[src/lpd_pkg.sv]
// ----------------------------------------------------------------------------
// Length-prefixed deframer package
// Types, codes and defaults shared by the deframer modules.
// ----------------------------------------------------------------------------
package lpd_pkg;

   localparam int LPD_LENGTH_BYTES   = 4;
   localparam int LPD_GREETING_BYTES = 8;

   localparam logic [63:0] GREETING_RESET = 64'h4F4D_4547_4152_5047;

   localparam logic [1:0] EV_PAYLOAD  = 2'd0;
   localparam logic [1:0] EV_GREET_OK = 2'd1;
   localparam logic [1:0] EV_MISMATCH = 2'd2;

   typedef struct packed {
      logic       valid;
      logic [7:0] data;
   } lpd_item_type;

endpackage

[src/lpd_in_reg.sv]
// ----------------------------------------------------------------------------
// Deframer input register
// Holds one received byte until the core takes it.
// ----------------------------------------------------------------------------
module lpd_in_reg
   import lpd_pkg::*;
(
   input  logic         clock,
   input  logic         reset,
   input  logic         req_valid,
   output logic         req_stall,
   input  logic [7:0]   req_rx_byte,
   input  logic         take,
   output lpd_item_type item
);

   logic       valid_ff, valid_in;
   logic [7:0] data_ff;
   logic       accept;

   assign req_stall = valid_ff && !take;
   assign accept    = req_valid && !req_stall;
   assign valid_in  = accept ? 1'b1 : (valid_ff && !take);

   always_ff @(posedge clock) begin
      if (reset) begin
         valid_ff <= 1'b0;
      end else begin
         valid_ff <= valid_in;
      end
   end

   always_ff @(posedge clock) begin
      if (accept) begin
         data_ff <= req_rx_byte;
      end
   end

   assign item.valid = valid_ff;
   assign item.data  = data_ff;

endmodule

[src/lpd_core.sv]
// ----------------------------------------------------------------------------
// Deframer core
// Greeting check, length assembly and payload count, with the result register.
// ----------------------------------------------------------------------------
module lpd_core
   import lpd_pkg::*;
#(
   parameter int LENGTH_BYTES   = LPD_LENGTH_BYTES,
   parameter int GREETING_BYTES = LPD_GREETING_BYTES
)(
   input  logic         clock,
   input  logic         reset,
   input  logic         csr_wr_en,
   input  logic [63:0]  csr_wr_data,
   input  lpd_item_type item,
   output logic         take,
   output logic         rsp_valid,
   input  logic         rsp_stall,
   output logic [1:0]   rsp_event_kind,
   output logic [7:0]   rsp_payload_byte,
   output logic         rsp_frame_last
);

   localparam int LEN_W  = 8 * LENGTH_BYTES;
   localparam int GCNT_W = (GREETING_BYTES > 1) ? $clog2(GREETING_BYTES) : 1;
   localparam int LCNT_W = (LENGTH_BYTES > 1) ? $clog2(LENGTH_BYTES) : 1;

   localparam logic [1:0] PH_GREET = 2'd0;
   localparam logic [1:0] PH_LEN   = 2'd1;
   localparam logic [1:0] PH_DATA  = 2'd2;
   localparam logic [1:0] PH_HALT  = 2'd3;

   logic [63:0]       greeting_ff;
   logic [1:0]        phase_ff, phase_in;
   logic [GCNT_W-1:0] greet_cnt_ff, greet_cnt_in;
   logic [LCNT_W-1:0] len_cnt_ff, len_cnt_in;
   logic [LEN_W-1:0]  len_shift_ff, len_shift_in;
   logic [LEN_W-1:0]  remain_ff, remain_in;
   logic              match_ff, match_in;

   logic              rsp_valid_ff, rsp_valid_in;
   logic [1:0]        kind_ff, kind_in;
   logic [7:0]        byte_ff, byte_in;
   logic              last_ff, last_in;

   logic              consume;
   logic              emit;
   logic [63:0]       greet_shifted;
   logic [7:0]        expect_byte;
   logic              match_now;
   logic [LEN_W+7:0]  len_wide;
   logic [LEN_W-1:0]  len_next;

   assign take    = !rsp_valid_ff || !rsp_stall;
   assign consume = item.valid && take;

   assign greet_shifted = greeting_ff << {greet_cnt_ff, 3'b000};
   assign expect_byte   = greet_shifted[63:56];
   assign match_now     = match_ff && (item.data == expect_byte);
   assign len_wide      = {len_shift_ff, item.data};
   assign len_next      = len_wide[LEN_W-1:0];

   always_comb begin
      phase_in     = phase_ff;
      greet_cnt_in = greet_cnt_ff;
      len_cnt_in   = len_cnt_ff;
      len_shift_in = len_shift_ff;
      remain_in    = remain_ff;
      match_in     = match_ff;
      emit         = 1'b0;
      kind_in      = EV_PAYLOAD;
      byte_in      = 8'd0;
      last_in      = 1'b0;
      unique case (phase_ff)
         PH_GREET: begin
            if (greet_cnt_ff == GCNT_W'(GREETING_BYTES - 1)) begin
               greet_cnt_in = '0;
               len_cnt_in   = '0;
               len_shift_in = '0;
               match_in     = match_now;
               emit         = 1'b1;
               if (match_now) begin
                  phase_in = PH_LEN;
                  kind_in  = EV_GREET_OK;
               end else begin
                  phase_in = PH_HALT;
                  kind_in  = EV_MISMATCH;
               end
            end else begin
               greet_cnt_in = greet_cnt_ff + 1'b1;
               match_in     = match_now;
            end
         end
         PH_LEN: begin
            if (len_cnt_ff == LCNT_W'(LENGTH_BYTES - 1)) begin
               len_cnt_in   = '0;
               len_shift_in = '0;
               if (len_next != '0) begin
                  remain_in = len_next;
                  phase_in  = PH_DATA;
               end
            end else begin
               len_cnt_in   = len_cnt_ff + 1'b1;
               len_shift_in = len_next;
            end
         end
         PH_DATA: begin
            remain_in = remain_ff - 1'b1;
            emit      = 1'b1;
            kind_in   = EV_PAYLOAD;
            byte_in   = item.data;
            last_in   = (remain_ff == LEN_W'(1));
            if (last_in) begin
               phase_in     = PH_LEN;
               len_shift_in = '0;
            end
         end
         PH_HALT: begin
         end
         default: begin
         end
      endcase
   end

   assign rsp_valid_in = consume ? emit : (rsp_valid_ff && rsp_stall);

   always_ff @(posedge clock) begin
      if (reset) begin
         greeting_ff  <= GREETING_RESET;
         phase_ff     <= PH_GREET;
         greet_cnt_ff <= '0;
         len_cnt_ff   <= '0;
         len_shift_ff <= '0;
         remain_ff    <= '0;
         match_ff     <= 1'b1;
         rsp_valid_ff <= 1'b0;
      end else begin
         if (csr_wr_en) begin
            greeting_ff <= csr_wr_data;
         end
         if (consume) begin
            phase_ff     <= phase_in;
            greet_cnt_ff <= greet_cnt_in;
            len_cnt_ff   <= len_cnt_in;
            len_shift_ff <= len_shift_in;
            remain_ff    <= remain_in;
            match_ff     <= match_in;
         end
         rsp_valid_ff <= rsp_valid_in;
      end
   end

   always_ff @(posedge clock) begin
      if (consume && emit) begin
         kind_ff <= kind_in;
         byte_ff <= byte_in;
         last_ff <= last_in;
      end
   end

   assign rsp_valid        = rsp_valid_ff;
   assign rsp_event_kind   = kind_ff;
   assign rsp_payload_byte = byte_ff;
   assign rsp_frame_last   = last_ff;

endmodule

[src/length_prefixed_deframer.sv]
// ----------------------------------------------------------------------------
// Length-prefixed deframer
// Receive-side deframer for a byte link with a greeting and length prefixes.
// ----------------------------------------------------------------------------
// The request channel carries one received byte per request on req_rx_byte.
// The first GREETING_BYTES bytes are compared with the greeting register,
// and the last of them gives a greeting-accepted or a mismatch event. After
// a mismatch the link halts and every byte is dropped until reset. After an
// accepted greeting each frame is LENGTH_BYTES length bytes, most significant
// first, and then that many payload bytes, each given out on the rsp_ channel
// with rsp_frame_last set on the final one. Length bytes and zero-length
// frames give no response.
// A request is taken into an input register and, when the core consumes it,
// its response, if it has one, is registered in the output register, where
// it holds until it is taken. One request is accepted every cycle while
// req_stall is low; the input register and the output register each hold
// one byte.
// Reset clears the state to the greeting phase and restores the greeting
// register. While rsp_stall is high the response holds and req_stall rises
// once the input register is also occupied. The user must write the greeting
// register through csr_wr_en only while idle; the block does not enforce it.
// ----------------------------------------------------------------------------
module length_prefixed_deframer
   import lpd_pkg::*;
#(
   parameter int LENGTH_BYTES   = LPD_LENGTH_BYTES,
   parameter int GREETING_BYTES = LPD_GREETING_BYTES
)(
   input  logic        clock,
   input  logic        reset,
   input  logic        csr_wr_en,
   input  logic [63:0] csr_wr_data,
   input  logic        req_valid,
   output logic        req_stall,
   input  logic [7:0]  req_rx_byte,
   output logic        rsp_valid,
   input  logic        rsp_stall,
   output logic [1:0]  rsp_event_kind,
   output logic [7:0]  rsp_payload_byte,
   output logic        rsp_frame_last
);

   lpd_item_type item;
   logic         take;

   lpd_in_reg u_in_reg (
      .clock       (clock),
      .reset       (reset),
      .req_valid   (req_valid),
      .req_stall   (req_stall),
      .req_rx_byte (req_rx_byte),
      .take        (take),
      .item        (item)
   );

   lpd_core #(
      .LENGTH_BYTES   (LENGTH_BYTES),
      .GREETING_BYTES (GREETING_BYTES)
   ) u_core (
      .clock            (clock),
      .reset            (reset),
      .csr_wr_en        (csr_wr_en),
      .csr_wr_data      (csr_wr_data),
      .item             (item),
      .take             (take),
      .rsp_valid        (rsp_valid),
      .rsp_stall        (rsp_stall),
      .rsp_event_kind   (rsp_event_kind),
      .rsp_payload_byte (rsp_payload_byte),
      .rsp_frame_last   (rsp_frame_last)
   );

endmodule

[config.mk]
export PLATFORM = sky130hd
export DESIGN_NAME = length_prefixed_deframer
export DESIGN_NICKNAME = d
export VERILOG_FILES = /design/src/lpd_pkg.sv /design/src/lpd_in_reg.sv /design/src/lpd_core.sv /design/src/length_prefixed_deframer.sv
export SDC_FILE = /design/constraint.sdc
export NUM_CORES = 1
export LEC_CHECK = 0
export BUFFER_PORTS_ARGS = -buffer_cell sky130_fd_sc_hd__buf_4
export CORE_ASPECT_RATIO = 0.75
export CORE_MARGIN = 5
export CORE_UTILIZATION = 45
export DETAILED_ROUTE_END_ITERATION = 10
export PLACE_DENSITY_LB_ADDON = 0.15
export SLEW_MARGIN = 40
export SYNTH_ARGS = -nofsm -noshare
export SYNTH_HDL_FRONTEND = slang
export SYNTH_SLANG_ARGS = --single-unit
[constraint.sdc]
create_clock -name clock -period 3.2 [get_ports clock]
set_clock_uncertainty 0.2 [all_clocks]
set_input_delay 0.16 -clock clock [delete_from_list [all_inputs] [get_ports clock]]
set_output_delay 0.16 -clock clock [all_outputs]
set_load 0.005 [all_outputs]
-- Yosys cells after proc, flatten, opt, wreduce, memory -nomap -nowiden
Index checks and enable logic that the tools add are counted.
- input bits: 77
- register bits: 149
- output and inout bits: 13
- equal/unequal tests: 10
- reduce and logical (&&, ||, !) cells: 22
- add/sub/neg operators: 3
- shifts and indexed selects: 1
- mux-type cells: 22
- operator list (kind ; count):
    two-way mux 24 bit ; 3
    one-hot mux 24 bit (3 select lines) ; 1
    two-way mux 32 bit ; 2
    one-hot mux 32 bit (2 select lines) ; 1
    left shift 64 x 6 -> 64 bit ; 1
    == test 32 x 1 -> 1 bit (second input constant) ; 1
    nonzero test 32 bit ; 1
    subtractor 32 x 1 -> 32 bit (second input constant) ; 1
    two-way mux 2 bit ; 8
    == test 8 bit ; 1
    inequality test 2 x 1 -> 1 bit (second input constant) ; 4
    AND reduction 4 bit ; 2
    logical AND 1 bit ; 6
    one-hot mux 2 bit (3 select lines) ; 1
    AND reduction 6 bit ; 1
    == test 2 bit (second input constant) ; 2
    logical NOT 1 bit ; 4
    one-hot mux 2 bit (2 select lines) ; 1
    AND reduction 2 bit ; 2
    nonzero test 2 bit ; 2
    adder 3 x 1 -> 3 bit (second input constant) ; 1
    == test 3 bit (second input constant) ; 1
    two-way mux 1 bit ; 3
    two-way mux 3 bit ; 1
    7 further kinds ; 7

-- Depth between registers and ports, before layout
Gate-level depths: netlist (run 1).
- word-level depth: 7
- depth in mapped cells: 10

-- By module
A second synthesis (run 1) with hierarchy kept.
- cell total of the unflattened synthesis: 745
- area, all modules: 6959.2 um^2
- modules (own cells, without submodules) (module ; cells an instance ; area an instance (um^2) ; times used):
    lpd_core ; 732 ; 6661.4 ; 1
    lpd_in_reg ; 13 ; 297.8 ; 1

-- Least setup slack after synthesis (run 1)
OpenSTA, ideal clock, no wires.
- kind: reg2reg
- start: register u_core.greet_cnt_ff[2]
- end: register u_core.kind_ff[1], in the netlist u_core.rsp_event_kind[1] (data pin)
- data arrival time: 2.145 ns
- required time: 2.734 ns
- path buffers: 1
- setup slack: 0.588 ns
- setup time: 0.266 ns
- cell stages (with the launch flop): 8
- cell sequence: dfxtp_1 > buf_1 > mux4_2 > mux2i_1 > xor2_1 > nand2_1 > nor4b_1 > nor2_1
- longest elaborated chain between the ends: 4
- elaborated cells on any way between the ends: 6
- classes of those cells: eq/ne (2); shift (1); mux (1); reduce/logical (2)
- ends and longest elaborated chain (what ; RTL line ; source):
    start, declared ; lpd_core.sv:35 ; logic [GCNT_W-1:0] greet_cnt_ff, greet_cnt_in;
    start signal, assigned ; lpd_core.sv:143 ; greet_cnt_ff <= greet_cnt_in;
    left shift 64 x 6 -> 64 bit ; lpd_core.sv:57 ; assign greet_shifted = greeting_ff << {greet_cnt_ff, 3'b000};
    == test 8 bit ; lpd_core.sv:59 ; assign match_now = match_ff && (item.data == expect_byte);
    logical AND 1 bit ; lpd_core.sv:59 ;
    two-way mux 2 bit ; lpd_core.sv:82 ; if (match_now) begin
    end signal, assigned ; lpd_core.sv:155 ; kind_ff <= kind_in;
    end, declared ; lpd_core.sv:42 ; logic [1:0] kind_ff, kind_in;
Parallel ways exist; a longest one is shown, timed or not.
A chain may end at the register's enable or synchronous reset.

-- Worst setup path after layout (run 1)
- start: register u_in_reg.data_ff[1]
- end: register u_core.remain_ff[13]
- longest elaborated chain between the ends: 3
- ends and longest elaborated chain (what ; RTL line ; source):
    start, declared ; lpd_in_reg.sv:18 ; logic [7:0] data_ff;
    start signal, assigned ; lpd_in_reg.sv:35 ; data_ff <= req_rx_byte;
    nonzero test 32 bit ; lpd_core.sv:98 ; if (len_next != '0) begin
    inequality test 2 x 1 -> 1 bit (no line) ; n/a ;
    AND reduction 4 bit (no line) ; n/a ;
    end signal, assigned ; lpd_core.sv:146 ; remain_ff <= remain_in;
    end, declared ; lpd_core.sv:38 ; logic [LEN_W-1:0] remain_ff, remain_in;
Every way passes these cells.

==> results.toml, run 1 <==
[run_status]
status = "complete, no violations"

[pwr]
powerDensity_nw_per_um2 = 473
p_clk_share_pct = 45.4
p_leak_uw = 0.00369
power.internal_uw = 3280
ir_drop_mv = 0.287
swShare_pct = 24.8
p_switching_uw = 1090
seq_power_share_pct = 45.5
p_comb_share_pct = 9.2
power.total_uw = 4370

[synth]
synth-edff-count = 19
syn-num-nets = 840
synth_fa_ha_area_share_pct = 1.79
ys_seq_area_share_pct = 45.3
synth_ff_type = "dfxtp_1"
synth_cells = 753
synth.avg_cell_area_um2 = 9.30
synth_warnings = 0
async_reset_ff_share_pct = 0
synth_xor_area_share_pct = 1.00
synth_cell_types = 56
synth-compound-area-share_pct = 13.2
yosys.area_share.simple_pct = 19.2
synth_top_family_by_area = "simple AND/OR/NAND/NOR gates"
ys_ff_latch = 149
syn_area_um2 = 7000
synthMuxAreaShare_pct = 15.7

[finish]
fin_cells = 1122
diodes = 0
regArea_um2 = 3170
nets = 991
area_growth_pct = 31.9
utilization_pct = 60.6
drive_gt1_share_pct = 18.8
nFillCells = 1266
multi_input_area_um2 = 3570

[worst_hold_path]
whs_path_depth = 2
min_path_type = "in -> reg"
hold_end = "u_core.greeting_ff[23]"
min-delay-start = "reset"

[setup_path]
critPathSlowestCell = "nor4_1"
slowest_delay_ns = 0.53
ff2ff_setup_slack_ns = 0.38
cp_data_required_time_ns = 3.35
worstPathCellList = "nor4_1 > nand4_1 > o31ai_2 > or2_2 > o21ai_0 > a21oi_1"
worst_setup_path_start_kind = "register"
cp_num_buf_inv = 0
r2r_end = "u_core.remain_ff[13]"
ff2ff_path_depth = 6
endpoint_kind = "register"
critPathArrivalTime_ns = 2.97
crit_fanout = 21
crit_type = "reg -> reg"
cp_top_family = "simple AND/OR/NAND/NOR gates"
reg2reg_from = "u_in_reg.data_ff[1]"

[clock_tree]
clk_path_buf_depth = 2
cts_inserted_buffers = 17
clk_latency_ns = 0.42
cts_sinks = 149
htreeDepth = 4
clk_root_buffer_cell = "clkbuf_16"
clk_pin_slew_ns = 0.07
post_cts_buffers = 0
cts_tree = "built"

[place]
dp_cells = 1015
portBuffers = 89
gp_congestion = 0.902
dp_hpwl_um = 13300

[floorplan]
rows = 39
ios = 90
die_h_um = 118
dieArea_um2 = 18200
coreArea_um2 = 15200
start_util_pct = 46.0
die_w_um = 154

[drt]
avgRoutedWirePerCell_um = 18.0
ant_nets = 0
via_per_inst = 5.60
drc = 0
dr_total_vias = 6278
drt_iter0_drc = 464
totalWireLength_um = 20200
firstDrtPassIters = 5

[global_routing]
grt_pass1_wl_um = 32700
grt_max_degree = 69
antenna_found_initial = 0
grt_pass1_vias = 6164
track_usage_pct = 22.4
grt_overflow = 0

[timing]
timing.slew.headroom_pct = 49.0
whs_ns = 0.0651
period_needed_ns = 2.82
min_period_over_period_pct = 88.3
worst_pin_slew_ns = 0.765
max_freq_mhz = 354
setup_viol = 0
finalSetupTns_ns = 0
finalHoldViolCount = 0
rsz0062_at_grt = "false"
slew_viol_final = 0

[flow_run]
cap_violations = 0
[worst register-to-register path, cell delays in order, from the launching register on]
cell,delay [ns]
edfxtp_1,0.52
nor4_1,0.53
nand4_1,0.23
o31ai_2,0.45
or2_2,0.46
o21ai_0,0.20
a21oi_1,0.17
[layer usage]
layer | global-route usage [%] | share of wire (%) | up-vias
met5 | 0 | 0 | -
met4 | 5.74 | 1.5 | 0
met2 | 33.4 | 45 | 211
met1 | 32.2 | 47 | 3005
li1 | - | - | 3034
met3 | 6.06 | 7.3 | 28
[placed cells by master (no fill, tap or decap), types with 14 or more instances in the layout]
cell type / instances
a21oi_1: 66
buf_4: 109
clkbuf_16: 17
dfxtp_1: 130
dlygate4sd3_1: 75
edfxtp_1: 19
mux2i_1: 73
mux4_2: 16
nand2_1: 94
nand3_1: 32
nor2_1: 65
nor3_1: 14
o21ai_0: 25
[what timing repair did]
item	4_1_cts	5_1_grt
endpoints found under the setup margin	0	10
resized for setup	0	1
endpoints found under the hold margin	74	0
hold buffers	75	0
[layout make-up]
cell class | count | area share [%]
Tap cell | 205 | 2.78
Sequential cell | 149 | 34.4
Multi-Input combinational cell | 538 | 38.7
Inverter | 12 | 0.488
Clock buffer | 17 | 4.61
Timing Repair Buffer | 186 | 17.3
Clock inverter | 15 | 1.72
[cells in the mapped netlist, drive strengths merged, types with 2 or more instances]
master	number	area share [%]
a211oi	10	1.1
a21boi	3	0.32
a21oi	67	5.0
a31oi	3	0.27
a32oi	2	0.25
and2	11	0.98
and3	3	0.27
buf	17	1.2
clkbuf	37	2.0
clkinv	2	0.11
dfxtp	130	37
edfxtp	19	8.1
ha	10	1.8
inv	10	0.54
mux2i	73	10
mux4	16	5.1
nand2	94	5.0
nand2b	5	0.45
nand3	32	2.3
nand3b	3	0.32
nand4	8	0.80
nor2	66	3.5
nor2b	7	0.63
nor3	14	1.0
nor3b	2	0.21
nor4	12	1.3
nor4b	2	0.25
o211ai	3	0.32
o21a	7	0.75
o21ai	25	1.8
o22ai	6	0.54
o2bb2ai	2	0.25
o31a	3	0.38
o31ai	5	0.54
o32ai	7	0.88
or2	3	0.27
or3	11	0.98
or4	5	0.59
xor2	7	0.88
[through the flow]
step                worst slack, ns  area, um2
floorplan                     0.588       7000
global placement              0.291       7890
detailed placement            0.243       7890
CTS                           0.238       9230
global route                  0.113       9230
finish                        0.375       9230
[registers in the layout (all words and copies together), names as in the netlist]
register / flops
u_core.match_ff: 1
u_core.len_cnt_ff: 2
u_in_reg.data_ff: 8
u_core.rsp_frame_last: 1
u_core.remain_ff: 32
u_core.greeting_ff: 64
u_core.len_shift_ff: 24
u_in_reg.valid_ff: 1
u_core.rsp_payload_byte: 8
u_core.rsp_event_kind: 2
u_core.greet_cnt_ff: 3
u_core.phase_ff: 2
u_core.rsp_valid: 1
[worst max path at each step]
stage | to | slack, ns | startpoint | depth (start not counted)
floorplan | u_core.rsp_event_kind[1] | 0.59 | u_core.greet_cnt_ff[2] | 7
global placement | u_core.remain_ff[24] | 0.29 | u_in_reg.data_ff[1] | 6
detailed placement | u_core.remain_ff[10] | 0.24 | u_in_reg.data_ff[1] | 6
CTS | u_core.remain_ff[10] | 0.24 | u_in_reg.data_ff[1] | 6
global route | u_core.remain_ff[13] | 0.11 | u_in_reg.data_ff[1] | 6
finish | u_core.remain_ff[13] | 0.38 | u_in_reg.data_ff[1] | 6
[cell families after synthesis]
kind of cell             after synthesis
flip-flops                           149
multiplexers                          90
XOR/XNOR                               8
AND/OR/NAND/NOR                      280
adder cells (fa/ha/maj)               10
buffers and inverters                 66
AO/OA/AOI/OAI                        150
[power by group through the flow]
| stage | Combinational, uW | Clock (uW) | Sequential [uW] |
|---|---|---|---|
| global placement | 315 | 0 | 2030 |
| global route | 434 | 2100 | 1990 |
| finish | 400 | 1980 | 1990 |
| floorplan | 183 | 0 | 2020 |
| CTS | 395 | 2020 | 1990 |
| detailed placement | 321 | 0 | 2030 |
Note: power is estimated with default switching activity, not from simulation.
==> run 2: changes to the inputs <==
--- a/config.mk
+++ b/config.mk
@@ -5,10 +5,12 @@
 export SDC_FILE = /design/constraint.sdc
 export NUM_CORES = 1
 export LEC_CHECK = 0
+export ABC_AREA = 1
 export BUFFER_PORTS_ARGS = -buffer_cell sky130_fd_sc_hd__buf_4
 export CORE_ASPECT_RATIO = 0.75
 export CORE_MARGIN = 5
 export CORE_UTILIZATION = 45
+export CTS_CLUSTER_DIAMETER = 60
 export DETAILED_ROUTE_END_ITERATION = 10
 export PLACE_DENSITY_LB_ADDON = 0.15
 export SLEW_MARGIN = 40
==> results.toml, run 2 <==
[synth]
synth_top_cell_area_share_pct = 34.3
synth_ff_type = "dfxtp_1"
synth_fa_ha_area_share_pct = 1.65
syn-num-nets = 1111
synth.avg_cell_area_um2 = 7.41
synth_top_family_by_area = "simple AND/OR/NAND/NOR gates"
synth-edff-count = 19
post_synth_most_frequent_cells = "nand2_1 (190), dfxtp_1 (130), a21oi_1 (104), o21ai_0 (104), inv_1 (101)"
synth_area_leaders = "dfxtp_1 (34%), nand2_1 (9.4%), edfxtp_1 (7.5%)"
syn_area_um2 = 7590
synth_cells = 1024
yosys.area_share.simple_pct = 26.2
synthMuxAreaShare_pct = 0.132
synth_warnings = 0
ys_ff_latch = 149
synth_xor_area_share_pct = 1.39
synth.most_common_cell = "nand2_1"
synth_cell_types = 50
yosysTopAreaCell = "dfxtp_1"
async_reset_ff_share_pct = 0
synth-compound-area-share_pct = 19.6
ys_seq_area_share_pct = 41.8

[pwr]
power.total_uw = 4410
seq_power_share_pct = 45.2
p_switching_uw = 1090
p_clk_share_pct = 44.8
swShare_pct = 24.8
p_comb_share_pct = 10.1
p_leak_uw = 0.00437
powerDensity_nw_per_um2 = 453
power.internal_uw = 3320
ir_drop_mv = 0.340

[setup_path]
worst_setup_path_start_kind = "register"
worstPathCellList = "inv_1 > ha_1 > inv_1 > nor3_1 > nand3_1 > nor2_1 > nor2_1 > nand2_2 > a21oi_1 > a21oi_1"
slowest_delay_ns = 0.43
cp_data_required_time_ns = 3.30
critPathSlowestCell = "a21oi_1"
cp_top_family = "simple AND/OR/NAND/NOR gates"
cp_num_buf_inv = 2
crit_fanout = 27
endpoint_kind = "register"
crit_type = "reg -> reg"
critPathArrivalTime_ns = 2.51

[floorplan]
ios = 90
coreArea_um2 = 16700
rows = 41
dieArea_um2 = 19600
start_util_pct = 45.5
die_h_um = 122
die_w_um = 160

[timing]
timing.slew.headroom_pct = 43.9
finalHoldViolCount = 0
min_period_over_period_pct = 75.5
worst_pin_slew_ns = 0.841
finalSetupTns_ns = 0
layout_setup_ws_ns = 0.785
period_needed_ns = 2.42
rsz0062_at_grt = "false"
slew_viol_final = 0
setup_viol = 0
max_freq_mhz = 414

[finish]
layout_commonest_cell = "nand2_1"
diodes = 0
drive_gt1_share_pct = 18.0
area_growth_pct = 28.3
utilization_pct = 58.4
fin_cells = 1396
largest_register = "u_core.greeting_ff"
layout_common_cells = "nand2_1 (190), dfxtp_1 (130), o21ai_0 (104), a21oi_1 (104), buf_4 (104)"
top_regs = "u_core.greeting_ff x64, u_core.remain_ff x32, u_core.len_shift_ff x24"
largest_reg_flops = 64
nets = 1255

[global_routing]
grt_pass1_vias = 6767
antenna_found_initial = 0
grt_max_degree = 71
grt_overflow = 0
track_usage_pct = 22.3
grt_pass1_wl_um = 35100

[clock_tree]
cts_sinks = 149
cts_tree = "built"
cts_inserted_buffers = 17
htreeDepth = 4
clk_path_buf_depth = 2
clk_pin_slew_ns = 0.06
clk_root_buffer_cell = "clkbuf_16"
clk_latency_ns = 0.43

[drt]
totalWireLength_um = 21600
drc = 0
avgRoutedWirePerCell_um = 15.5
firstDrtPassIters = 5
ant_nets = 0
dr_total_vias = 7219
drt_iter0_drc = 770
via_per_inst = 5.17

[place]
post-place-ws_ns = 0.839
portBuffers = 89
gp_congestion = 0.876
dp_cells = 1289
dp_hpwl_um = 14400

[run_status]
status = "complete, no violations"

[worst_hold_path]
min_path_type = "in -> reg"

[flow_run]
cap_violations = 0
## run 2: cell count changes after synthesis, moves of 12 or more
| cell | before | now |
|---|---|---|
| a21oi_1 | 66 | 104 |
| mux2i_1 | 73 | 1 |
| a21oi_2 | 0 | 16 |
| nor2_2 | 0 | 15 |
| nor2_1 | 66 | 87 |
| o21ai_0 | 25 | 104 |
| buf_2 | 2 | 14 |
| nand3_1 | 32 | 79 |
| inv_1 | 10 | 101 |
| mux4_2 | 16 | 0 |
| nand2_1 | 94 | 190 |
## run 2: power by group through the flow
stage	Combinational [uW]	Clock, uW	Sequential, uW
finish	443	1970	1990
global route	495	2100	1990
CTS	439	2010	1990
detailed placement	365	0	2030
global placement	364	0	2030
floorplan	225	0	2020
## run 2: metrics by stage
step	hold WS, ns	area [um2]
after floorplan	0.0589	7590
after global placement	0.139	8370
after detailed placement	0.139	8400
after CTS	0.129	9740
after global routing	0.177	9740
final	0.130	9740
## run 2: logic make-up after synthesis
group	count (synthesis)
and+or+nand+nor	427
AOI/OAI and AO/OA	260
buffers and inverters	165
DFF	149
xor gates and xnor gates	12
adders and majority gates	10
muxes	1
## run 2: cell type report
type,count,area (um2)
Clock inverter,12,115
Timing Repair Buffer,182,1580
Sequential cell,149,3170
Fill cell,1506,6940
Tap cell,215,269
Multi-Input combinational cell,710,3720
Inverter,108,412
Clock buffer,20,468
## run 2: tightest hold or removal path, cell delays in order
cell and delay, ns:
buf_4 0.11, clkinv_1 0.10, buf_12 0.20, nand2_1 0.08
nand3_1 0.05
## run 2: path summary, 6_finish.rpt
check                                              end  slack (ns)              startpoint  cells past startpoint
worst min register to register  u_core.greeting_ff[49]        0.26  u_core.greeting_ff[49]                      2
worst max-delay path              u_core.remain_ff[13]        0.78      u_core.phase_ff[1]                     10
worst max register to register    u_core.remain_ff[13]        0.78      u_core.phase_ff[1]                     10
worst min-delay path            u_core.greeting_ff[54]        0.13               csr_wr_en                      5
## run 2: what timing repair did
| item | CTS | global route |
|---|---|---|
| hold buffers | 75 | 0 |
| endpoints found under the hold margin | 74 | 0 |
| buffers inserted | 0 | 0 |
| endpoints found under the setup margin | 0 | 0 |
| resized for setup | 0 | 0 |
## run 2: routing by layer
metal | GRT usage, % | share of wire (%) | routed length, um
met2 | 31.6 | 41 | 8820
met1 | 33.2 | 52 | 11100
met4 | 7.85 | 1.2 | 264
met5 | 0 | 0 | 0
met3 | 5.20 | 6.3 | 1360
==> run 3: changes to the inputs <==
--- a/config.mk
+++ b/config.mk
@@ -5,7 +5,7 @@
 export SDC_FILE = /design/constraint.sdc
 export NUM_CORES = 1
 export LEC_CHECK = 0
-export ABC_AREA = 1
+export ABC_AREA = 0
 export BUFFER_PORTS_ARGS = -buffer_cell sky130_fd_sc_hd__buf_4
 export CORE_ASPECT_RATIO = 0.75
 export CORE_MARGIN = 5
==> constraint.sdc (replaced) <==
create_clock -name clock -period 2.15 [get_ports clock]
set_clock_uncertainty 0.2 [all_clocks]
set_input_delay 0.1075 -clock clock [delete_from_list [all_inputs] [get_ports clock]]
set_output_delay 0.1075 -clock clock [all_outputs]
set_load 0.005 [all_outputs]
==> results.toml, run 3 (synthesis results as in run 1) <==
[timing]
rsz0062_at_grt = "true"
slew_viol_final = 0
min_period_over_period_pct = 118
max_freq_mhz = 396
setup_viol = 61
timing.slew.headroom_pct = 43.7
finalHoldViolCount = 0
period_needed_ns = 2.53
layout_setup_ws_ns = -0.377
worst_pin_slew_ns = 0.844

[clock_tree]
cts_tree = "built"
clk_pin_slew_ns = 0.06
cts_inserted_buffers = 17
htreeDepth = 4
clk_root_buffer_cell = "clkbuf_16"
cts_sinks = 149
clk_path_buf_depth = 2
clk_latency_ns = 0.43

[place]
post-place-ws_ns = -0.481
gp_congestion = 0.868
portBuffers = 89
dp_hpwl_um = 14400

[setup_path]
critPathArrivalTime_ns = 2.62
crit_type = "reg -> reg"
crit_fanout = 5
ff2ff_setup_slack_ns = -0.38
cp_data_required_time_ns = 2.24
endpoint_kind = "register"
worst_setup_path_start_kind = "register"

[drt]
firstDrtPassIters = 7
drt_iter0_drc = 682
totalWireLength_um = 24700
drc = 0
dr_total_vias = 7112
avgRoutedWirePerCell_um = 19.5
ant_nets = 0
via_per_inst = 5.63

[floorplan]
die_h_um = 118
die_w_um = 154
rows = 39
start_util_pct = 46.0
ios = 90
coreArea_um2 = 15200
dieArea_um2 = 18200

[global_routing]
grt_max_degree = 65
track_usage_pct = 26.4
grt_pass1_wl_um = 38500
grt_pass1_vias = 7290
grt_overflow = 0
antenna_found_initial = 0

[pwr]
powerDensity_nw_per_um2 = 565
ir_drop_mv = 0.458
p_leak_uw = 0.00470
power.total_uw = 6610

[finish]
top_regs = "u_core.greeting_ff x64, u_core.remain_ff x32, u_core.len_shift_ff x24"
area_growth_pct = 67.1
largest_reg_flops = 64
layout_commonest_cell = "buf_4"
nets = 1133
layout_common_cells = "buf_4 (191), dfxtp_1 (127), dlygate4sd3_1 (94), mux2i_1 (71), nand2_1 (70)"
largest_register = "u_core.greeting_ff"
drive_gt1_share_pct = 43.2

[worst_hold_path]
min_path_type = "in -> reg"

[run_status]
violations = "setup timing"
status = "finished with violations"

[flow_run]
cap_violations = 0
-- run 3: cell count changes in the layout (fill, tap and decap cells not counted), moves of 26 or more --
cell,delta
inv_1,-91
nor2_1,-28
nand2_1,-120
buf_4,+87
nand3_1,-71
mux2i_1,+70
a21oi_1,-84
o21ai_0,-100
a21oi_2,+26
-- run 3: final cells by class --
type / count / area, um2
clock buffer: 19 / 454
tap: 205 / 256
inverter: 12 / 45.0
clock inverter: 12 / 116
antenna: 1 / 2.50
sequential: 149 / 3180
multi-input combinational: 538 / 4490
fill: 924 / 3520
timing repair buffer: 328 / 3160
-- run 3: what timing repair did --
item / CTS / global route
gates resized for setup: 175 / 60
pin swaps: 83 / 42
cloned: 11 / 0
buffers inserted: 22 / 6
hold buffers: 94 / 0
endpoints found under the setup margin: 75 / 75
hold endpoints to repair: 83 / 0
-- run 3: stage by stage --
| stage | hold slack (ns) | area [um2] | util, % | TNS, ns | std cells |
|---|---|---|---|---|---|
| final | 0.0314 | 11700 | 76.8 | -11.88 | 1264 |
| after global routing | 0.0476 | 11700 | 76.8 | -15.49 | 1263 |
| after CTS | 0.0155 | 11400 | 75.2 | -7.94 | 1260 |
| after detailed placement | 0.0896 | 8810 | 57.9 | -18.80 | 1103 |
| after global placement | 0.0886 | 8810 | 57.9 | -14.06 | 1103 |
| after floorplan | 0.00637 | 7210 | - | -6.35 | 753 |
-- run 3: path summary, 6_finish.rpt --
path                               start                        to  cells after the start
setup / recovery  u_core.greet_cnt_ff[0]  u_core.rsp_event_kind[0]                      7
hold / removal                     reset        u_core.phase_ff[1]                      3
setup reg to reg  u_core.greet_cnt_ff[0]  u_core.rsp_event_kind[0]                      7
hold reg to reg     u_core.remain_ff[13]      u_core.remain_ff[13]                      2
-- run 3: critical path, stage by stage (launching register included) --
cell and delay, ns:
dfxtp_4 0.41, buf_4 0.14, mux4_2 0.50, mux2i_1 0.22
xor2_1 0.32, nand4_1 0.15, or3_4 0.36, nor2_1 0.09
-- run 3: power breakdown --
part	internal (uW)	switching [uW]	total, uW
combinational	404	302	706
clock	1680	1260	2940
sequential	2900	62.7	2970
total	4980	1630	6610
-- run 3: routing by layer --
| layer | part of all wire, % | GRT usage, % | vias to the layer above |
|---|---|---|---|
| met4 | 1.6 | 7.28 | 0 |
| met1 | 44 | 36.1 | 3480 |
| met5 | 0 | 0 | - |
| li1 | - | - | 3316 |
| met3 | 7.2 | 5.99 | 35 |
| met2 | 48 | 41.9 | 281 |
